## config.mk

```make
export PLATFORM = sky130hd
export DESIGN_NAME = button_hold_classifier
export DESIGN_NICKNAME = d
export VERILOG_FILES = /design/src/design/bhc_pkg.sv /design/src/design/bhc_in_stage.sv /design/src/design/bhc_core.sv /design/src/design/bhc_out_stage.sv /design/src/design/button_hold_classifier.sv
export SDC_FILE = /design/constraint.sdc
export NUM_CORES = 1
export LEC_CHECK = 0
export BUFFER_PORTS_ARGS = -buffer_cell sky130_fd_sc_hd__buf_2
export CAP_MARGIN = 30
export CORE_ASPECT_RATIO = 0.9
export CORE_MARGIN = 8
export CORE_UTILIZATION = 40
export DETAILED_ROUTE_END_ITERATION = 10
export PLACE_DENSITY = 0.64
export SLEW_MARGIN = 20
export SYNTH_ARGS = -nofsm -noshare
export SYNTH_HDL_FRONTEND = slang
export SYNTH_SLANG_ARGS = --single-unit
```

## constraint.sdc

```tcl
create_clock -name clk_i -period 12.8 [get_ports clk_i]
set_clock_uncertainty 0.15 [all_clocks]
set_input_delay 1.92 -clock clk_i [delete_from_list [all_inputs] [get_ports clk_i]]
set_output_delay 1.92 -clock clk_i [all_outputs]
set_load 0.03 [all_outputs]
```

## src/design/bhc_pkg.sv

```systemverilog
// Shared constants, codes and beat types for the button hold classifier.
package bhc_pkg;

  // Number of low timestamp bits that take part in the hold-time arithmetic.
  localparam int unsigned TimeWidth = 64;
  localparam int unsigned ThrWidth  = 16;
  localparam int unsigned CfgIdxW   = 2;

  // Item kinds.
  localparam logic [1:0] FUNC_LEVEL = 2'd0;
  localparam logic [1:0] FUNC_TICK  = 2'd1;
  localparam logic [1:0] FUNC_SOS   = 2'd2;

  // Event codes.
  localparam logic [2:0] EV_NONE          = 3'd0;
  localparam logic [2:0] EV_ADVANCE       = 3'd1;
  localparam logic [2:0] EV_HOLD_START    = 3'd2;
  localparam logic [2:0] EV_HOLD_CANCEL   = 3'd3;
  localparam logic [2:0] EV_SOS_ARM       = 3'd4;
  localparam logic [2:0] EV_RESET_PATH    = 3'd5;
  localparam logic [2:0] EV_SOS_DEDICATED = 3'd6;

  // LED override codes.
  localparam logic [1:0] LED_NONE    = 2'd0;
  localparam logic [1:0] LED_HOLD    = 2'd1;
  localparam logic [1:0] LED_SOS     = 2'd2;
  localparam logic [1:0] LED_RESTORE = 2'd3;

  // Configuration register indexes.
  localparam logic [CfgIdxW-1:0] REG_FEEDBACK = 2'd0;
  localparam logic [CfgIdxW-1:0] REG_SOS_HOLD = 2'd1;
  localparam logic [CfgIdxW-1:0] REG_RESET    = 2'd2;

  // Reset values of the thresholds.
  localparam logic [ThrWidth-1:0] FEEDBACK_RST = 16'd500;
  localparam logic [ThrWidth-1:0] SOS_HOLD_RST = 16'd2000;
  localparam logic [ThrWidth-1:0] RESET_RST    = 16'd5000;

  typedef struct packed {
    logic [1:0]           func;
    logic                 pressed;
    logic [TimeWidth-1:0] now;
  } in_beat_t;

  typedef struct packed {
    logic [2:0] event_res;
    logic [1:0] led;
  } res_beat_t;

endpackage

```

## src/design/bhc_in_stage.sv

```systemverilog
// Input register stage: captures one beat and holds it until the core takes it.
module bhc_in_stage (
  input  logic               clk_i,
  input  logic               rst_ni,
  input  logic               in_valid_i,
  output logic               in_stall_o,
  input  bhc_pkg::in_beat_t  beat_i,
  input  logic               take_i,
  output logic               valid_o,
  output bhc_pkg::in_beat_t  beat_o
);

  logic              valid_q, valid_d;
  bhc_pkg::in_beat_t beat_q;
  logic              load;

  // The register can refill in the same cycle the core drains it.
  assign in_stall_o = valid_q && !take_i;
  assign load       = in_valid_i && !in_stall_o;
  assign valid_d    = load || (valid_q && !take_i);

  always_ff @(posedge clk_i or negedge rst_ni) begin
    if (!rst_ni) begin
      valid_q <= 1'b0;
    end else begin
      valid_q <= valid_d;
    end
  end

  always_ff @(posedge clk_i) begin
    if (load) begin
      beat_q <= beat_i;
    end
  end

  assign valid_o = valid_q;
  assign beat_o  = beat_q;

endmodule

```

## src/design/bhc_core.sv

```systemverilog
// Classification logic with the press state and the threshold registers.
module bhc_core (
  input  logic                              clk_i,
  input  logic                              rst_ni,
  input  logic                              cfg_we_i,
  input  logic [bhc_pkg::CfgIdxW-1:0]       cfg_idx_i,
  input  logic [bhc_pkg::ThrWidth-1:0]      cfg_data_i,
  input  logic                              fire_i,
  input  bhc_pkg::in_beat_t                 beat_i,
  output bhc_pkg::res_beat_t                res_o
);

  localparam int unsigned TW = bhc_pkg::TimeWidth;

  logic [bhc_pkg::ThrWidth-1:0] fb_thr_q, sos_thr_q, rst_thr_q;

  logic          is_down_q, is_down_d;
  logic [TW-1:0] start_q, start_d;
  logic          fb_q, fb_d;
  logic          sos_q, sos_d;
  logic          rflag_q, rflag_d;

  logic [TW:0]   diff;
  logic          before_start;
  logic          ge_fb, ge_sos, ge_rst;

  always_ff @(posedge clk_i or negedge rst_ni) begin
    if (!rst_ni) begin
      fb_thr_q  <= bhc_pkg::FEEDBACK_RST;
      sos_thr_q <= bhc_pkg::SOS_HOLD_RST;
      rst_thr_q <= bhc_pkg::RESET_RST;
    end else if (cfg_we_i) begin
      unique case (cfg_idx_i)
        bhc_pkg::REG_FEEDBACK: fb_thr_q  <= cfg_data_i;
        bhc_pkg::REG_SOS_HOLD: sos_thr_q <= cfg_data_i;
        bhc_pkg::REG_RESET:    rst_thr_q <= cfg_data_i;
        default: ;
      endcase
    end
  end

  // The borrow out of the subtract marks a timestamp before the press start,
  // which counts as zero elapsed time; then only a zero threshold is reached.
  assign diff         = {1'b0, beat_i.now} - {1'b0, start_q};
  assign before_start = diff[TW];
  assign ge_fb  = before_start ? (fb_thr_q == '0)
                               : (diff[TW-1:0] >= TW'(fb_thr_q));
  assign ge_sos = before_start ? (sos_thr_q == '0)
                               : (diff[TW-1:0] >= TW'(sos_thr_q));
  assign ge_rst = before_start ? (rst_thr_q == '0)
                               : (diff[TW-1:0] >= TW'(rst_thr_q));

  always_comb begin
    is_down_d     = is_down_q;
    start_d       = start_q;
    fb_d          = fb_q;
    sos_d         = sos_q;
    rflag_d       = rflag_q;
    res_o.event_res = bhc_pkg::EV_NONE;
    res_o.led       = bhc_pkg::LED_NONE;
    unique case (beat_i.func)
      bhc_pkg::FUNC_LEVEL: begin
        if (beat_i.pressed && !is_down_q) begin
          is_down_d = 1'b1;
          start_d   = beat_i.now;
          fb_d      = 1'b0;
          sos_d     = 1'b0;
          rflag_d   = 1'b0;
        end else if (!beat_i.pressed && is_down_q) begin
          is_down_d = 1'b0;
          fb_d      = 1'b0;
          priority if (rflag_q) begin
            res_o.event_res = bhc_pkg::EV_RESET_PATH;
            res_o.led       = bhc_pkg::LED_RESTORE;
            rflag_d         = 1'b0;
          end else if (sos_q) begin
            res_o.event_res = bhc_pkg::EV_SOS_ARM;
            res_o.led       = bhc_pkg::LED_SOS;
            sos_d           = 1'b0;
          end else if (ge_rst) begin
            res_o.event_res = bhc_pkg::EV_RESET_PATH;
            res_o.led       = bhc_pkg::LED_RESTORE;
          end else if (ge_sos) begin
            res_o.event_res = bhc_pkg::EV_SOS_ARM;
            res_o.led       = bhc_pkg::LED_SOS;
          end else if (fb_q) begin
            res_o.event_res = bhc_pkg::EV_HOLD_CANCEL;
            res_o.led       = bhc_pkg::LED_RESTORE;
          end else begin
            res_o.event_res = bhc_pkg::EV_ADVANCE;
          end
        end
      end
      bhc_pkg::FUNC_TICK: begin
        if (is_down_q) begin
          priority if (!fb_q && ge_fb) begin
            fb_d            = 1'b1;
            res_o.event_res = bhc_pkg::EV_HOLD_START;
            res_o.led       = bhc_pkg::LED_HOLD;
          end else if (!rflag_q && ge_rst) begin
            rflag_d         = 1'b1;
            res_o.event_res = bhc_pkg::EV_RESET_PATH;
            res_o.led       = bhc_pkg::LED_HOLD;
          end else if (!sos_q && !rflag_q && ge_sos) begin
            sos_d           = 1'b1;
            res_o.event_res = bhc_pkg::EV_SOS_ARM;
            res_o.led       = bhc_pkg::LED_SOS;
          end else begin
            res_o.event_res = bhc_pkg::EV_NONE;
          end
        end
      end
      bhc_pkg::FUNC_SOS: begin
        res_o.event_res = bhc_pkg::EV_SOS_DEDICATED;
        res_o.led       = bhc_pkg::LED_SOS;
      end
      default: ;
    endcase
  end

  always_ff @(posedge clk_i or negedge rst_ni) begin
    if (!rst_ni) begin
      is_down_q <= 1'b0;
      start_q   <= '0;
      fb_q      <= 1'b0;
      sos_q     <= 1'b0;
      rflag_q   <= 1'b0;
    end else if (fire_i) begin
      is_down_q <= is_down_d;
      start_q   <= start_d;
      fb_q      <= fb_d;
      sos_q     <= sos_d;
      rflag_q   <= rflag_d;
    end
  end

endmodule

```

## src/design/bhc_out_stage.sv

```systemverilog
// Result register: holds one result beat until the consumer takes it.
module bhc_out_stage (
  input  logic                clk_i,
  input  logic                rst_ni,
  input  logic                load_i,
  input  bhc_pkg::res_beat_t  res_i,
  output logic                free_o,
  output logic                out_valid_o,
  input  logic                out_stall_i,
  output bhc_pkg::res_beat_t  res_o
);

  logic               valid_q, valid_d;
  bhc_pkg::res_beat_t res_q;

  assign free_o  = !valid_q || !out_stall_i;
  assign valid_d = load_i || (valid_q && out_stall_i);

  always_ff @(posedge clk_i or negedge rst_ni) begin
    if (!rst_ni) begin
      valid_q <= 1'b0;
    end else begin
      valid_q <= valid_d;
    end
  end

  always_ff @(posedge clk_i) begin
    if (load_i) begin
      res_q <= res_i;
    end
  end

  assign out_valid_o = valid_q;
  assign res_o       = res_q;

endmodule

```

## src/design/button_hold_classifier.sv

```systemverilog
// Top level of the button hold classifier: input register, core, result register.
//
//   channel  | direction | handshake              | payload
//   ---------+-----------+------------------------+-------------------------------
//   in       | in        | in_valid_i / in_stall_o | func_i, pressed_i, now_ms_i
//   out      | out       | out_valid_o / out_stall_i | event_res_o, led_o
//   cfg      | in        | cfg_we_i               | cfg_idx_i, cfg_data_i
//
// One beat in per cycle is sustained while the result side does not stall;
// each result passes through the input register and then the result register
// around the combinational subtract and threshold compares.
// Reset clears the press state and loads the default thresholds at once.
// A stall on the result side holds the result register; the input register
// still takes a beat if empty, then in_stall_o rises until the result drains.
module button_hold_classifier (
  input  logic        clk_i,
  input  logic        rst_ni,
  input  logic        in_valid_i,
  output logic        in_stall_o,
  input  logic [1:0]  func_i,
  input  logic        pressed_i,
  input  logic [63:0] now_ms_i,
  output logic        out_valid_o,
  input  logic        out_stall_i,
  output logic [2:0]  event_res_o,
  output logic [1:0]  led_o,
  input  logic        cfg_we_i,
  input  logic [1:0]  cfg_idx_i,
  input  logic [15:0] cfg_data_i
);

  bhc_pkg::in_beat_t  beat_in, beat_q;
  bhc_pkg::res_beat_t res_comb, res_q;
  logic               stage_valid;
  logic               out_free;
  logic               fire;

  assign beat_in.func    = func_i;
  assign beat_in.pressed = pressed_i;
  assign beat_in.now     = now_ms_i[bhc_pkg::TimeWidth-1:0];

  assign fire = stage_valid && out_free;

  bhc_in_stage u_in (
    .clk_i      (clk_i),
    .rst_ni     (rst_ni),
    .in_valid_i (in_valid_i),
    .in_stall_o (in_stall_o),
    .beat_i     (beat_in),
    .take_i     (fire),
    .valid_o    (stage_valid),
    .beat_o     (beat_q)
  );

  bhc_core u_core (
    .clk_i      (clk_i),
    .rst_ni     (rst_ni),
    .cfg_we_i   (cfg_we_i),
    .cfg_idx_i  (cfg_idx_i),
    .cfg_data_i (cfg_data_i),
    .fire_i     (fire),
    .beat_i     (beat_q),
    .res_o      (res_comb)
  );

  bhc_out_stage u_out (
    .clk_i       (clk_i),
    .rst_ni      (rst_ni),
    .load_i      (fire),
    .res_i       (res_comb),
    .free_o      (out_free),
    .out_valid_o (out_valid_o),
    .out_stall_i (out_stall_i),
    .res_o       (res_q)
  );

  assign event_res_o = res_q.event_res;
  assign led_o       = res_q.led;

`ifndef ASSERT_OFF
  // The input side only stalls while a finished result is held back.
  a_stall_cause: assert property (@(posedge clk_i) disable iff (!rst_ni)
    in_stall_o |-> (out_valid_o && out_stall_i))
    else $error("input stalled without a blocked result");

  // A beat taken while the result is blocked waits in the input register.
  a_no_overrun: assert property (@(posedge clk_i) disable iff (!rst_ni)
    (out_valid_o && out_stall_i && in_valid_i && !in_stall_o) |=>
      (stage_valid && out_valid_o))
    else $error("input register accepted past a blocked result");

  a_ded_led: assert property (@(posedge clk_i) disable iff (!rst_ni)
    (out_valid_o && event_res_o == bhc_pkg::EV_SOS_DEDICATED) |-> led_o == bhc_pkg::LED_SOS)
    else $error("dedicated SOS result without SOS pattern");

  a_hold_led: assert property (@(posedge clk_i) disable iff (!rst_ni)
    (out_valid_o && event_res_o == bhc_pkg::EV_HOLD_START) |-> led_o == bhc_pkg::LED_HOLD)
    else $error("hold start result without hold pattern");
`endif

endmodule

```

# ---- Word level (Yosys, flattened, before mapping)
# Index checks and enable logic that the tools add are counted.
dict set report word_totals {
  register_bits 190
  inputBits 90
  output_inout_bits 7
}
dict set report op_classes {
  n_addsub 1
  order_cmp 3
  eq_ne 12
  n_mux 35
  n_reduce_logical 37
}
# cell count
set ops {}
lappend ops {{>= comparator 64 x 16 -> 1 bit} 3}
lappend ops {{subtractor 64 x 64 -> 65 bit} 1}
lappend ops {{logical NOT 16 bit} 3}
lappend ops {{two-way mux 5 bit} 9}
lappend ops {{two-way mux 1 bit} 18}
lappend ops {{case mux 5 bit (3 select lines)} 1}
lappend ops {{logical AND 1 bit} 10}
lappend ops {{logical NOT 1 bit} 9}
lappend ops {{inequality test 2 x 1 -> 1 bit, second input constant} 4}
lappend ops {{AND reduction 8 bit} 1}
lappend ops {{two-way mux 2 bit} 3}
lappend ops {{case mux 1 bit (2 select lines)} 3}
lappend ops {{AND reduction 2 bit} 3}
lappend ops {{AND reduction 3 bit} 2}
lappend ops {{AND reduction 6 bit} 1}
lappend ops {{AND reduction 5 bit} 1}
lappend ops {{equality test 2 x 1 -> 1 bit, second input constant} 2}
lappend ops {{equality test 2 bit, second input constant} 2}
lappend ops {{logical NOT 2 bit} 2}
lappend ops {{inequality test 2 bit, second input constant} 2}
lappend ops {{nonzero test 2 bit} 2}
lappend ops {{logical OR 1 bit} 3}
lappend ops {{two-way mux 3 bit} 1}
lappend ops {{inequality test 3 x 1 -> 1 bit, second input constant} 1}
lappend ops {{inequality test 3 bit, second input constant} 1}

# ---- Longest topological paths before layout
# Gate-level depths: netlist (run 1).
dict set report logic_depth {
  ltp_word 10
  depth_mapped 17
}

# ---- Hierarchy
# From an unflattened synthesis (run 1), not the netlist that was laid out.
dict set report unflattened {
  cells_unflattened 1487
  area_unflattened_um2 13257.7
}
# mod instances cells_each area_per_inst_um2 seq_area_each_um2
set modules_own_cells {}
lappend modules_own_cells {bhc_core 1 1406 10995.5 2924.1}
lappend modules_own_cells {bhc_in_stage 1 72 2069.5 2037.0}
lappend modules_own_cells {bhc_out_stage 1 8 186.4 175.2}
lappend modules_own_cells {button_hold_classifier 1 1 6.3 0.0}

# ---- Worst setup path after synthesis (run 1)
# OpenSTA, ideal clock, no wires.
dict set report synth_path {
  path_type {register to register}
  from {reg u_core.start_q[0]}
  to {reg, netlist name u_out.res_o[4]}
  setup_ns 0.261
  arrival_ns 4.108
  required_ns 12.389
  path_slack_ns 8.281
  path_stages_with_launch 15
  n_path_buf 0
  path_cell_list {dfrtp_1 -> ha_1 -> fa_1 -> nand2b_1 -> a21oi_4 -> a21oi_2 -> a2111o_1 -> a31oi_2 -> o2111a_2 -> a21oi_2 -> or4_1 -> or4_4 -> o22a_1 -> or2_1 -> a221o_1}
}
# element line
set synth_rtl {}
lappend synth_rtl {{from (decl)} bhc_core.sv:18} ;# logic [TW-1:0] start_q, start_d;
lappend synth_rtl {{from (signal assigned)} bhc_core.sv:130} ;# start_q <= start_d;

==> results of run 1 <==
==> per-layer routing <==
metal  part of all wire  vias up
li1                   -     5458
met1               0.47     5526
met2               0.44      378
met3              0.067       46
met4              0.017        0
met5                  0        -
==> where the power goes <==
part           internal, uW  switching, uW  total, uW  leakage (uW)
logic                   863           1480       2340       0.00391
clock network           308            241        550      0.000287
registers               797           88.7        885       0.00211
total                  1970           1810       3780       0.00631
==> per-stage QoR <==
step	power (uW)	setup slack, ps	std cells	util
3_5_place_dp	3190	7865	1903	0.4316
3_3_place_gp	3158	7821	1902	0.4310
2_1_floorplan	2556	8281	1440	-
5_1_grt	4105	7528	1938	0.4512
6_report	3779	7768	1938	0.4512
4_1_cts	3766	7861	1935	0.4496
==> final cells by class <==
cell class	instances	area, sq um
tap	422	528.0
fill	3231	18120
multi-input combinational	1056	7555
inverter	134	503.0
clock buffer	19	432.9
clock inverter	13	162.7
sequential	190	5136
timing repair buffer	104	585.6
==> how the worst max path moves through the flow <==
stage | slack (ps) | depth (start not counted) | to
after global placement | 7820 | 13 | u_out.res_o[4]
after CTS | 7860 | 15 | u_out.res_o[4]
after floorplan | 8280 | 14 | u_out.res_o[4]
after detailed placement | 7870 | 15 | u_out.res_o[4]
after global routing | 7530 | 13 | u_out.res_o[4]
final | 7770 | 13 | u_out.res_o[4]
==> placed cells by master, fill, tap and decap left out, drive strengths merged, types with 7 or more instances in the layout <==
cell / netlist / final
a211oi: 19 / 19
a21o: 29 / 29
a21oi: 117 / 117
a31oi: 9 / 9
and2: 7 / 7
and4: 10 / 10
buf: 22 / 103
clkbuf: 38 / 20
dfrtp: 101 / 101
dfstp: 17 / 17
edfxtp: 72 / 72
ha: 114 / 114
inv: 134 / 137
mux2: 98 / 98
nand2: 119 / 119
nand2b: 15 / 15
nand3: 27 / 27
nand4: 55 / 55
nor2: 80 / 80
nor3: 28 / 28
nor4: 24 / 24
o211ai: 10 / 10
o21a: 16 / 16
o21ai: 107 / 107
o31ai: 9 / 9
or3: 12 / 12
xnor2: 24 / 24
xor2: 12 / 12
==> worst max-delay path, delay by kind of cell, from the launching register on <==
family | cells | cell delay [ps]
compound gates | 7 | 2440
simple gates | 5 | 1180
fa+ha+maj | 1 | 580
flops | 1 | 410
==> flip-flops by register name, indices dropped and copies added (netlist names) <==
signal / cells
u_core.sos_q: 1
u_core.sos_thr_q: 16
u_in.beat_o: 67
u_core.start_q: 64
u_out.res_o: 5
u_core.rflag_q: 1
u_core.is_down_q: 1
u_core.fb_thr_q: 16
u_core.rst_thr_q: 16
u_out.out_valid_o: 1
u_in.valid_o: 1
u_core.fb_q: 1
==> cell families after synthesis <==
group	count (synthesis)	synth area share
XOR/XNOR	36	0.02341
buffers and inverters	194	0.05918
flip-flops	190	0.3814
AO/OA/AOI/OAI	399	0.1924
AND/OR/NAND/NOR	405	0.1520
multiplexers	101	0.08418
adder cells (fa/ha/maj)	115	0.1074
==> impl_metrics.ini, run 1 <==
[synth]
ys_types = 86
syn-num-nets = 1645
yosysWarnings = 0
synth_flop_cell = dfrtp_1
ys_ff_latch = 190
synth_cells = 1440
netlist_area_sq_um = 13470
synth_edf_count = 72
synth.top_cells.by_count = inv_1 (134), nand2_1 (119), a21oi_1 (114), ha_1 (114), dfrtp_1 (101)
yosys.cell_count.top_type = inv_1
synth_area_per_cell_sq_um = 9.352
synthTopCellsByArea = dfrtp_1 (19%), edfxtp_1 (16%), ha_1 (11%)
synthArstFlopShare = 0.6211
yosysTopAreaCell = dfrtp_1
seq_area_frac_synth = 0.3814
netlist.area_leader.share = 0.1877

[global_routing]
grtUsageMet1 = 0.2815
grt_start_max_net_pins = 71
use_met2 = 0.3098
busiest_layer = met2
grt_pass1_vias = 11348
grt_pass1_wl_um = 63800
grt_antenna_before_repair = 0
use_met3 = 0.05001
track_usage = 0.2014
grt_overflow_total = 0

[worst_setup_path]
r2r-start = u_in.beat_o[18]
arrival_ps = 5090
cp-start-kind = flip-flop
r2r_end = u_out.res_o[4]
crit_start = u_in.beat_o[18]
crit_fanout = 13
cp.required_ps = 12860
rr_worst_depth = 13
end_kind = flip-flop
ff2ff_setup_slack_ps = 7770
crit_path_max_incr_delay_ps = 750
worstPathCellList = ha_1 > nand4_1 > or3_1 > o32a_1 > o21ai_1 > o2111ai_1 > nand3_1 > nand2_1 > a2111oi_0 > nand4_4 > o31ai_2 > o21ai_0 > a221o_1
cp_slowest_cell = a2111oi_0
path_class = flip-flop to flip-flop

[clocking]
cts.sinks = 190
root_buffer = clkbuf_16
htreeDepth = 4
clk_latency_ps = 450
tritoncts = yes
clkTransAtPathRegs_ps = 70
cts_setup_buffers = 0
cts_buffers = 17
postCtsHoldBufs = 0
cts_resized = 0
clockBufferDepth = 2

[placement]
dp_hpwl_um = 31520
place_area_sq_um = 14250
io_buffers = 96
gp_congestion = 1.010

[sta]
max_freq_mhz = 198.7
tightest_slew_ps = 945.4
finalHoldViolations = 0
period_share = 0.3931
fin_setup_tns_ps = 0
slew_viol_final = 0
relSlewSlack = 0.3679
fin_hold_ws_ps = 337.6
setup_viol = 0
rsz0062_at_grt = no
period_minus_slack_ps = 5032

[layout]
syn2layout_area_growth_pct = 10.67
fin_nets = 1708
fin_area_sq_um = 14900
drive_gt1_frac = 0.1774
n_antenna_cell = 0

[detailed_routing]
post_drt_wl_per_cell_um = 20.49
drtPass1Iterations = 5
drt_first_iter_violations = 917
via_per_inst = 5.886
ant_nets = 0
remaining_drc_errors = 0
vias = 11408
wirelength_um = 39710

[floorplanning]
num_io_pins = 97
die_w_um = 209.4
core-area_sq_um = 33030
die_height_um = 190.1
dieArea_sq_um = 39800
start_util = 0.4077
rows = 63

[hold_path]
worstHoldPathCells = 2
hold_class = flip-flop to flip-flop
hold_path.startpoint = u_core.start_q[0]
worstHoldEndpoint = u_core.start_q[0]

[run_status]
run_status = finished, final reports clean

[pwr]
irDropWorstVdd_mv = 0.1024
cellPowerDensity_nw_per_um2 = 253.6
p_leak_uw = 0.006305

[run]
cap_violations = 0
Note: power is estimated with default switching activity, not from simulation.
==> run 2: changes to the inputs <==
Settings changed: ABC_AREA from default to 1, PLACE_DENSITY 0.64 to 0.66.
Clock period 12.8 ns to 4.6 ns, I/O delays scaled along.
==> impl_metrics.ini, run 2 <==
[sta]
max_freq_mhz = 251.3
slew_viol_final = 0
finalHoldViolations = 0
fin_setup_tns_ps = 0
period_minus_slack_ps = 3979
rsz0062_at_grt = no
fin_hold_ws_ps = 97.37
period_share = 0.8650
setup_viol = 0
relSlewSlack = 0.5203
tightest_slew_ps = 719.6

[clocking]
clockBufferDepth = 2
cts_resized = 0
root_buffer = clkbuf_16
cts_setup_buffers = 0
postCtsHoldBufs = 0
clk_latency_ps = 470
cts.sinks = 190
htreeDepth = 4
tritoncts = yes
cts_buffers = 17
clkTransAtPathRegs_ps = 70

[detailed_routing]
drtPass1Iterations = 5
wirelength_um = 41120
drt_first_iter_violations = 1108
post_drt_wl_per_cell_um = 15.12
ant_nets = 0
remaining_drc_errors = 0
vias = 13169
via_per_inst = 4.842

[floorplanning]
num_io_pins = 97
core-area_sq_um = 35760
dieArea_sq_um = 42270
die_w_um = 215.8
rows = 66
start_util = 0.4021
die_height_um = 195.9

[worst_setup_path]
r2r-start = u_in.beat_o[0]
crit_path_max_incr_delay_ps = 420
cp_slowest_cell = fa_1
rr_worst_depth = 22
cp.required_ps = 4770
arrival_ps = 4150
crit_fanout = 4
end_kind = flip-flop
worstPathCellList = inv_1 > ha_1 > fa_1 > nor2_2 > nand2_1 > nand3_2 > xor2_1 > ha_1 > nand2_1 > nor2_1 > a211oi_1 > o21a_1 > nor2_1 > o21ai_0 > nand3_1 > nor3_1 > nand3_1 > nand2_2 > nand2_2 > o21ai_1 > nor2_1 > nor2_1
crit_top_cell = nor2_1
path_class = flip-flop to flip-flop
crit_start = u_in.beat_o[0]
cp-start-kind = flip-flop

[layout]
fin_area_sq_um = 16040
final_common_cell = nand2_1
drive_gt1_frac = 0.1074
largest_reg_flops = 67
multi_input_area_sq_um = 7400
ff_latch_area_sq_um = 5136
syn2layout_area_growth_pct = 11.56
fin_nets = 2436
mostFrequentLayoutCells = nand2_1 (683), inv_1 (450), nor2_1 (191)
n_antenna_cell = 0
fillCellCount = 3674

[global_routing]
grt_pass1_vias = 12133
grt_antenna_before_repair = 1
track_usage = 0.1942
grt_pass1_wl_um = 64880
grt_start_max_net_pins = 70
grt_overflow_total = 0

[synth]
synthArstFlopShare = 0.6211
yosys.cell_count.top_type = nand2_1
syn-num-nets = 2336
ys_ff_latch = 190
synthTopCellsByArea = nand2_1 (18%), dfrtp_1 (18%), edfxtp_1 (15%)
netlist_area_sq_um = 14380
yosysTopAreaCell = nand2_1
ys_types = 40
netlist.area_leader.share = 0.1783
synth_area_per_cell_sq_um = 6.746
seq_area_frac_synth = 0.3573
synth.top_cells.by_count = nand2_1 (683), inv_1 (451), nor2_1 (191)
synth_flop_cell = dfrtp_1
synth_cells = 2131
synth_edf_count = 72
yosysWarnings = 0

[pwr]
p_leak_uw = 0.008835
p_total_uw = 9902
cellPowerDensity_nw_per_um2 = 617.4
irDropWorstVdd_mv = 0.3353

[hold_path]
hold_class = input pin to asynchronous set/reset pin

[placement]
place_area_sq_um = 15430
dp_hpwl_um = 34110
io_buffers = 96
gp_congestion = 0.9755

[run_status]
run_status = finished, final reports clean

[run]
cap_violations = 0
==> run 2: cells by family after synthesis <==
| group | after synthesis | share of synthesized area |
|---|---|---|
| AO/OA/AOI/OAI | 236 | 0.08538 |
| XOR/XNOR | 19 | 0.01158 |
| adder cells (fa/ha/maj) | 115 | 0.1006 |
| buffers and inverters | 495 | 0.1292 |
| flip-flops | 190 | 0.3573 |
| AND/OR/NAND/NOR | 1076 | 0.3159 |
==> run 2: area by class of cell <==
type	count	area share
Multi-Input combinational cell	1446	0.4614
Sequential cell	190	0.3203
Inverter	472	0.1105
Tap cell	476	0.03714
Timing Repair Buffer	104	0.03589
Clock buffer	17	0.02653
Clock inverter	15	0.008348
==> run 2: metrics by stage <==
stage / cells / utilization / worst slack [ps]
after global placement: 2685 / 0.4316 / 694.1
after floorplan: 2131 / - / 1243
after CTS: 2717 / 0.4472 / 656.9
final: 2720 / 0.4485 / 620.9
after detailed placement: 2685 / 0.4316 / 695.9
after global routing: 2720 / 0.4485 / 244.3
==> run 2: worst paths after layout <==
kind                                              to  slack (ps)
worst max register to register        u_out.res_o[1]         620
max in group asynchronous       u_core.rst_thr_q[12]        3340
worst max-delay path                  u_out.res_o[1]         620
worst min register to register   u_core.fb_thr_q[11]         340
min in group clk_i                   u_in.beat_o[55]         240
worst min-delay path              u_core.fb_thr_q[3]         100
==> run 2: per-layer routing <==
metal	part of all wire	global-route usage
met1	0.52	0.3033
met2	0.39	0.2669
met3	0.065	0.03018
met4	0.022	0.05922
met5	0.00032	0
==> run 2: report_power, final <==
part           internal (uW)  switching [uW]  total (uW)
Combinational           2050            4080        6130
Clock                    709             727        1440
Sequential              2170             166        2340
==> run 2: worst max-delay path, delay by kind of cell (launching register included) <==
| family | cells | cell delay, ps |
|---|---|---|
| compound gates | 4 | 680 |
| xor+xnor | 1 | 340 |
| fa+ha+maj | 3 | 960 |
| buf+inv | 1 | 50 |
| flops | 1 | 330 |
| simple gates | 13 | 1340 |
==> run 3: changes to the inputs <==
Settings changed: CORE_ASPECT_RATIO 0.9 to 1.5.
==> impl_metrics.ini, run 3 (synthesized netlist as in run 2, its figures left out) <==
[layout]
final_common_cell = nand2_1
syn2layout_area_growth_pct = 12.07
fillCellCount = 3742
n_antenna_cell = 0
mostFrequentLayoutCells = nand2_1 (683), inv_1 (450), nor2_1 (191)
fin_nets = 2437
drive_gt1_frac = 0.1069
fin_util = 0.4522
multi_input_area_sq_um = 7395
largest_reg_flops = 67
ff_latch_area_sq_um = 5136

[sta]
period_share = 0.8940
relSlewSlack = 0.4233
finalHoldViolations = 0
tightest_slew_ps = 865.1
rsz0062_at_grt = no
max_freq_mhz = 243.2
setup_viol = 0
slew_viol_final = 0
fin_setup_tns_ps = 0
setup_slack_ps = 487.4
period_minus_slack_ps = 4113

[global_routing]
grt_start_max_net_pins = 75
track_usage = 0.2045
grt_antenna_before_repair = 0
grt_overflow_total = 0
grt_pass1_vias = 13254
grt_pass1_wl_um = 66590

[detailed_routing]
post_drt_wl_per_cell_um = 15.41
vias = 13097
wirelength_um = 41960
ant_nets = 0
drt_first_iter_violations = 645
via_per_inst = 4.810
drtPass1Iterations = 5
remaining_drc_errors = 0

[worst_setup_path]
worstPathCellList = ha_1 > nand2_1 > nor2_1 > nand3_1 > nand3_1 > xor2_1 > ha_1 > nand2_1 > nor2_1 > a211oi_1 > nand2_1 > a21oi_1 > nand3_1 > nor2_1 > nand3_2 > nand2_1 > nand3_2 > nand2_1 > nand2_1 > nor2_1 > nor2_1
cp-start-kind = flip-flop
path_class = flip-flop to flip-flop
crit_start = u_in.beat_o[8]
arrival_ps = 4190
end_kind = flip-flop
crit_top_cell = nand2_1
r2r-start = u_in.beat_o[8]
cp_slowest_cell = edfxtp_1
critPathTopFamily = simple AND/OR/NAND/NOR gates
cp.required_ps = 4670
crit_fanout = 4
crit_path_max_incr_delay_ps = 400
crit_buf_inv = 0

[floorplanning]
dieArea_sq_um = 42390
num_io_pins = 97
start_util = 0.4035
core-area_sq_um = 35630
die_w_um = 170.8
rows = 85
die_height_um = 248.2

[placement]
gp_congestion = 0.9689
pre_cts_ws_ps = 488.0
io_buffers = 96
dp_hpwl_um = 35430

[run_status]
run_status = finished, final reports clean

[hold_path]
hold_path.startpoint = now_ms_i[50]
hold_class = input pin to flip-flop

[clocking]
clkTransAtPathRegs_ps = 80
cts.sinks = 190
tritoncts = yes
cts_resized = 0
cts_buffers = 17
clockBufferDepth = 2
htreeDepth = 4
root_buffer = clkbuf_16
clk_latency_ps = 470

[pwr]
p_leak_uw = 0.008882
irDropWorstVdd_mv = 0.2132
cellPowerDensity_nw_per_um2 = 617.6

[run]
cap_violations = 0
-- run 3: area by class of cell --
cell class | count | area share
Inverter | 472 | 0.1100
Tap cell | 478 | 0.03712
Timing Repair Buffer | 105 | 0.03751
Clock buffer | 21 | 0.03060
Sequential cell | 190 | 0.3188
Multi-Input combinational cell | 1446 | 0.4590
Clock inverter | 11 | 0.007067
-- run 3: worst paths after layout --
check                                            to  slack [ps]  cells past startpoint
worst max-delay path                 u_out.res_o[1]         490                     21
worst min-delay path                u_in.beat_o[50]         240                      1
worst max register to register       u_out.res_o[1]         490                     21
worst min register to register   u_core.fb_thr_q[8]         340                      2
max in group asynchronous       u_core.rst_thr_q[7]        3230                      3
min in group asynchronous       u_core.sos_thr_q[1]         470                      2
-- run 3: repair_timing --
action / in CTS / in global routing
endpoints found under the hold margin: 0 / 6
setup buffers: 0 / 0
hold buffers: 0 / 1
-- run 3: through the flow --
stage                     area (sq um)  hold slack, ps  total power [uW]  std cells
final                            16110           242.1              9951       2723
after global routing             16110           225.1             10940       2723
after floorplan                  14380           244.4              6709       2131
after CTS                        16050           177.3             10020       2719
after global placement           15430           320.6              8305       2686
after detailed placement         15440           329.2              8419       2687
-- run 3: power breakdown --
group	internal [uW]	switching [uW]
Sequential	2170	167
Clock	841	714
Combinational	2050	4010
Total	5060	4890
-- run 3: per-layer routing --
metal  vias up  GRT usage  wire [um]
met1      5967     0.2013      15520
li1       6790          -          -
met3        91    0.02506       1058
met5         -          0          0
met4         0     0.1226       2318
met2       249     0.3993      23060
